===== src/quad_corner_order_aspect_check_assert.svh =====
// assertion macros for the quad corner order and aspect check block
// depends on nothing; included by qcoac_sqrt and the top level
`ifndef QUAD_CORNER_ORDER_ASPECT_CHECK_ASSERT_SVH
`define QUAD_CORNER_ORDER_ASPECT_CHECK_ASSERT_SVH
`ifndef SYNTHESIS
`define QC_ASSERT(label, clk, rst_n, prop, msg) \
  label: assert property (@(posedge clk) disable iff (!rst_n) prop) else $error(msg);
`define QC_ASSERT_NORST(label, clk, prop, msg) \
  label: assert property (@(posedge clk) prop) else $error(msg);
`else
`define QC_ASSERT(label, clk, rst_n, prop, msg)
`define QC_ASSERT_NORST(label, clk, prop, msg)
`endif
`endif


===== src/qcoac_pkg.sv =====
// shared constants and types for the quad corner order and aspect check block
// depends on nothing
package qcoac_pkg;
  localparam int unsigned CoordBits    = 12;
  localparam int unsigned LenFracBits  = 4;
  localparam int unsigned RatioFrac    = 12;
  localparam int unsigned RegBits      = 16;
  localparam logic [15:0] TargetReset  = 16'd7282;
  localparam logic [15:0] TolReset     = 16'd410;

  typedef enum logic [0:0] {
    REG_TARGET = 1'b0,
    REG_TOL    = 1'b1
  } reg_idx_e;

  // stage handshake between pipeline stages
  typedef struct packed {
    logic valid;
    logic stall;
  } stage_ctl_t;
endpackage


===== src/qcoac_sqrt.sv =====
// pipelined floored square root, one result bit per stage
// depends on qcoac_pkg and the assertion macro header
`include "quad_corner_order_aspect_check_assert.svh"
module qcoac_sqrt #(
  parameter int unsigned InBits  = 2 * (qcoac_pkg::CoordBits + 1 + qcoac_pkg::LenFracBits),
  parameter int unsigned OutBits = (InBits + 1) / 2
) (
  input  logic               clk_i,
  input  logic               rst_ni,
  input  logic               en_i,
  input  logic [InBits-1:0]  val_i,
  output logic [OutBits-1:0] root_o
);
  localparam int unsigned PadBits = 2 * OutBits;
  localparam int unsigned RemBits = OutBits + 2;

  logic [PadBits-1:0] rad_q  [OutBits+1];
  logic [OutBits-1:0] root_q [OutBits+1];
  logic [RemBits-1:0] rem_q  [OutBits+1];

  // stage zero is the padded input
  always_comb begin
    rad_q[0]  = PadBits'(val_i);
    root_q[0] = '0;
    rem_q[0]  = '0;
  end

  // restoring root, two radicand bits per stage
  for (genvar s = 0; s < OutBits; s++) begin : g_stage
    logic [RemBits-1:0] trial;
    logic [RemBits-1:0] rem_sh;
    logic [RemBits-1:0] sub;
    always_comb begin
      rem_sh = {rem_q[s][RemBits-3:0], rad_q[s][PadBits-1 -: 2]};
      trial  = {root_q[s], 2'b01};
      sub    = rem_sh - trial;
    end
    always_ff @(posedge clk_i) begin
      if (en_i) begin
        rad_q[s+1] <= rad_q[s] << 2;
        if (rem_sh >= trial) begin
          rem_q[s+1]  <= sub;
          root_q[s+1] <= {root_q[s][OutBits-2:0], 1'b1};
        end else begin
          rem_q[s+1]  <= rem_sh;
          root_q[s+1] <= {root_q[s][OutBits-2:0], 1'b0};
        end
      end
    end
  end

  assign root_o = root_q[OutBits];
  logic unused_rst;
  assign unused_rst = rst_ni;
endmodule


===== config.mk =====
export PLATFORM = sky130hd
export DESIGN_NAME = qcoac_sqrt
export DESIGN_NICKNAME = d
export VERILOG_FILES = /design/src/qcoac_pkg.sv /design/src/qcoac_sqrt.sv
export VERILOG_INCLUDE_DIRS = /design/src /design/src/src
export SDC_FILE = /design/constraint.sdc
export NUM_CORES = 1
export LEC_CHECK = 0
export BUFFER_PORTS_ARGS = -buffer_cell sky130_fd_sc_hd__buf_2
export CAP_MARGIN = 25
export CORE_MARGIN = 2
export CORE_UTILIZATION = 45
export CTS_BUF_LIST = sky130_fd_sc_hd__clkbuf_16
export DETAILED_ROUTE_END_ITERATION = 12
export GPL_TIMING_DRIVEN = 0
export PLACE_DENSITY = 0.71
export RECOVER_POWER = 100
export SLEW_MARGIN = 20
export SYNTH_ARGS = -nofsm -noshare
export SYNTH_HDL_FRONTEND = slang
export SYNTH_SLANG_ARGS = --single-unit

===== constraint.sdc =====
create_clock -name clk_i -period 5.22 [get_ports clk_i]
set_clock_uncertainty 0.15 [all_clocks]
set_input_delay 0.261 -clock clk_i [delete_from_list [all_inputs] [get_ports clk_i]]
set_output_delay 0.261 -clock clk_i [all_outputs]
set_load 0.01 [all_outputs]

-- Word level (Yosys, flattened, before mapping)
Index checks and enable logic that the tools add are counted.
- add/subtract/negate cells: 16
- $lt $le $gt $ge: 17
- multiplexer cells: 33
- operators with widths (cell ; number):
    $mux 17 ; 15
    $ge 19x10->1 ; 1
    $ge 19x11->1 ; 1
    $ge 19x12->1 ; 1
    $ge 19x13->1 ; 1
    $ge 19x14->1 ; 1
    $ge 19x15->1 ; 1
    $ge 19x16->1 ; 1
    $ge 19x17->1 ; 1
    $ge 19x18->1 ; 1
    $ge 19x3->1 ; 1
    $ge 19x4->1 ; 1
    $ge 19x5->1 ; 1
    $ge 19x6->1 ; 1
    $ge 19x7->1 ; 1
    $ge 19x8->1 ; 1
    $ge 19x9->1 ; 1
    $mux 1 ; 17
    $sub 17x10->17 ; 1
    $sub 17x11->17 ; 1
    $sub 17x12->17 ; 1
    $sub 17x13->17 ; 1
    $sub 17x14->17 ; 1
    $sub 17x15->17 ; 1
    12 further kinds ; 12
- flip-flop bits (word level): 683
- input bits: 37
- output and inout bits: 17

-- Depth between registers and ports, before layout
- depth after elaboration: 2
- depth in mapped cells: 10
- gate-level depth less buffers: 9

-- Least setup slack after synthesis
OpenSTA, ideal clock, no wires.
- path type: reg-to-reg
- start: register rem_q (netlist bit g_stage[9].rem_sh[2])
- end: register rem_q (netlist bit g_stage[10].rem_sh[16]) (data pin)
- setup time: 260 ps
- arrival: 2382 ps
- slack: 2428 ps
- cell stages (with the launch flop): 8
- buffers on the path: 0
- clock period less this slack: 2792 ps
- cell sequence: edfxtp_1 > ha_1 > nor2b_1 > o31a_1 > o31a_1 > a221o_1 > a311oi_1 > mux2_2
- word-level cells in the longest chain between the ends: 2
- elaborated cells on any way between the ends: 3
- ends and longest elaborated chain (element ; line ; RTL):
    start: declaration ; qcoac_sqrt.sv:19 ; logic [RemBits-1:0] rem_q [OutBits+1];
    start signal: indexed assignment ; qcoac_sqrt.sv:42 ; rem_q[s+1] <= sub;
    start signal: indexed assignment ; qcoac_sqrt.sv:45 ; rem_q[s+1] <= rem_sh;
    $sub 17x11->17 / $ge 19x11->1 (equally long branches) ; qcoac_sqrt.sv:36, qcoac_sqrt.sv:41 ;
    $mux 17 * ; qcoac_sqrt.sv:41 ; if (rem_sh >= trial) begin
Every way passes the cells marked *; elsewhere a longest branch is shown, timed or not.
A chain may end at the register's enable or synchronous reset.

-- Final worst setup path
- start: register rem_q (netlist bit g_stage[12].rem_sh[2])
- end: register rem_q (netlist bit g_stage[13].rem_sh[15]) (data pin)
- word-level cells in the longest chain between the ends: 2
- elaborated cells on any way between the ends: 3
- ends and longest elaborated chain (element ; line):
    $sub 17x14->17 / $ge 19x14->1 (equally long branches) ; qcoac_sqrt.sv:36, qcoac_sqrt.sv:41
    $mux 17 * ; qcoac_sqrt.sv:41
Marked as above.

==> flow_summary.toml <==
[status]
status = "finished, violations left"
violations = "max-capacitance violations, max-slew violations"

[synth]
synth-warning-count = 0
synthCells = 2366
synth_nets = 2571
ys.flop_type = "edfxtp_1"
ys_async_sr_fraction = 0
synthesis.area_sq_mm = 0.0314
synth_sequential_area_ratio = 0.644
syn_avg_cell_area_sq_um = 13.3
ys_seq_elements = 672
synth_edf_count = 672
synth.distinct_cells = 78

[placed_design]
portBuffers = 52
place_hpwl_mm = 39.4
dpl_worst_slack_ns = 1.65
gp_congestion = 0.922

[power_and_ir_drop]
leakage_nw = 13.6
p_per_area_mw_per_mm2 = 403
irDropWorstVdd_uv = 280

[global_route]
grt_pass1_vias = 18840
grt_usage = 0.157
antenna_found_initial = 0
busiest_layer = "met2"
grt_util_met3 = 0.0315
grt_pass1_wl_mm = 92.0
grt_use_met1 = 0.208
grt_overflow = 0
met2_usage = 0.254
grt_max_degree = 112

[sta]
clock.fmax_mhz = 231
rsz0062_at_grt = "false"
tns_ns = 0
fin_crit_ns = 4.33
hold_viol = 0
period_share = 0.830
relSlewSlack = -1.51
setup_violations = 0
worst_slew_pin_slew_ns = 3.77
maxSlewViolCount = 343
setup_slack_ns = 0.886

[drt]
dr.first_iter.drc_count = 1430
routed_wl_mm = 57.0
drc = 0
ant_nets = 0
num_vias = 19117
drtPass1Iterations = 7
wl_per_cell_microns = 16.2
via_per_inst = 5.44

[layout]
diodes = 0
final_layout_size_suffix_gt1_frac = 0.0808
final_nets = 2738
syn2layout_area_growth_pct = 13.0

[critical_path]
critPathKind = "flop to flop"
crit_family = "compound AO/OA/AOI/OAI gates"
ff2ff_setup_slack_ns = 0.89
reg2reg_from = "g_stage[12].rem_sh[2]$_DFFE_PP_"
crit_path_cell_trace = "ha_1 > o21ai_0 > a2bb2oi_1 > o21ai_0 > o311ai_0 > clkbuf_1 > mux2_2"
crit_buf_inv = 1
crit_path_start = "g_stage[12].rem_sh[2]$_DFFE_PP_"
critPathMaxStageDelay_ns = 1.31
cpMostUsedCell = "o21ai_0"
crit_path_top_delay_cell = "o311ai_0"
cp_data_required_time_ns = 5.42
cp_max_fo = 10
end_kind = "flop"
start_kind = "flop"
cp.arrival_ns = 4.53

[clocking]
clock_sinks = 672
clock_path_buffers = 3
htreeDepth = 3
clk_pin_slew_ns = 0.06
clkLatencyLatePin_ns = 0.60
cts_buffers = 70
post_cts_buffers = 0
root_buffer = "clkbuf_16"
cts_tree = "yes"

[die]
chipWidth_microns = 268
initial_core_util = 0.455
die_area_sq_mm = 0.0718
num_rows = 96
core_area_sq_mm = 0.0688
ios = 54
die_height_microns = 268

[run]
cap_violations = 6

[hold_path]
min_from = "val_i[24]"
hp-class = "input pin to flop"
==> per-layer routing <==
metal | vias to the layer above | part of all wire | routed length [microns]
li1 | 9223 | - | -
met1 | 9192 | 0.44 | 25400
met2 | 566 | 0.47 | 26600
met3 | 136 | 0.058 | 3280
met4 | 0 | 0.031 | 1780
met5 | - | 0 | 0
==> repair_timing <==
item                                    4_1_cts  5_1_grt
endpoints found under the setup margin        0        0
hold buffers                                 36        0
resized for setup                             0        0
endpoints found under the hold margin        86        0
==> layout by cell type (no fill, tap or decap), drive strengths merged, types with 13 or more instances in the layout <==
master,netlist,final
and3,14,14
a21o,32,32
a211oi,20,20
xor2,68,68
buf,11,34
a21oi,151,151
or2,15,15
o21a,46,46
a21boi,13,13
nand3,31,31
nor2b,20,20
clkbuf,19,127
nor2,163,163
nor3,69,69
or3,33,33
inv,215,232
xnor2,88,88
nand2,98,98
ha,168,168
nand4,20,20
edfxtp,672,672
o21ai,109,109
or4,17,17
clkinv,1,27
nand2b,26,26
nor4,33,33
mux2,53,53
dlygate4sd3,0,36
==> cell usage after synthesis (all sizes together) (31+ instances only) <==
cell    count  area share
a21o       32      0.0077
a21oi     151       0.024
edfxtp    672        0.64
ha        168       0.067
inv       215       0.026
mux2       53       0.019
nand2      98       0.012
nand3      31      0.0049
nor2      163       0.020
nor3       69       0.011
nor4       33      0.0066
o21a       46       0.011
o21ai     109       0.017
or3        33      0.0067
xnor2      88       0.025
xor2       68       0.019
==> logic make-up after synthesis <==
| kind of cell | share of synthesized area |
|---|---|
| compound gates | 0.0995 |
| xor+xnor | 0.0436 |
| fa+ha+maj | 0.0670 |
| buf+inv | 0.0302 |
| flops | 0.644 |
| mux | 0.0225 |
| other cells | 0.000120 |
| simple gates | 0.0934 |
==> flip-flops by register name, summed over array words and instances, names as in the netlist <==
| name | flops |
|---|---|
| g_stage.rem_sh | 279 |
| g_stage.trial | 136 |
| rad_q | 240 |
| root_o | 17 |
==> metrics by stage <==
| step | utilization | instance area, sq um | hold WS (ns) | total power [mW] | std cells |
|---|---|---|---|---|---|
| final | 0.515 | 35400 | 0.217 | 14.3 | 3517 |
| after global routing | 0.515 | 35400 | 0.199 | 14.9 | 3517 |
| after CTS | 0.517 | 35600 | 0.176 | 14.4 | 3517 |
| after detailed placement | 0.479 | 33000 | 0.255 | 9.46 | 3356 |
| after global placement | 0.476 | 32800 | 0.251 | 9.42 | 3349 |
| after floorplan | - | 31400 | 0.210 | 8.76 | 2366 |
==> path summary, 6_finish.rpt <==
path,to,depth (start not counted)
worst max-delay path,g_stage[13].rem_sh[15]$_DFFE_PP_,7
worst min register to register,rad_q[491]$_DFFE_PP_,0
worst min-delay path,rad_q[570]$_DFFE_PP_,2
worst max register to register,g_stage[13].rem_sh[15]$_DFFE_PP_,7
==> cell type report <==
type,instances,area [sq um]
repair buffers,95,714
plain buffers,30,113
fillers,5737,33400
multi-input cells,1448,10200
flip-flops and latches,672,20200
clock inverters,52,427
well taps,931,1160
inverters,216,811
clock buffers,73,1830
==> power breakdown <==
group	switching [mW]	internal (mW)
combinational	1.35	1.04
clock	2.03	2.84
sequential	0.312	6.70
Note: power is estimated with default switching activity, not from simulation.
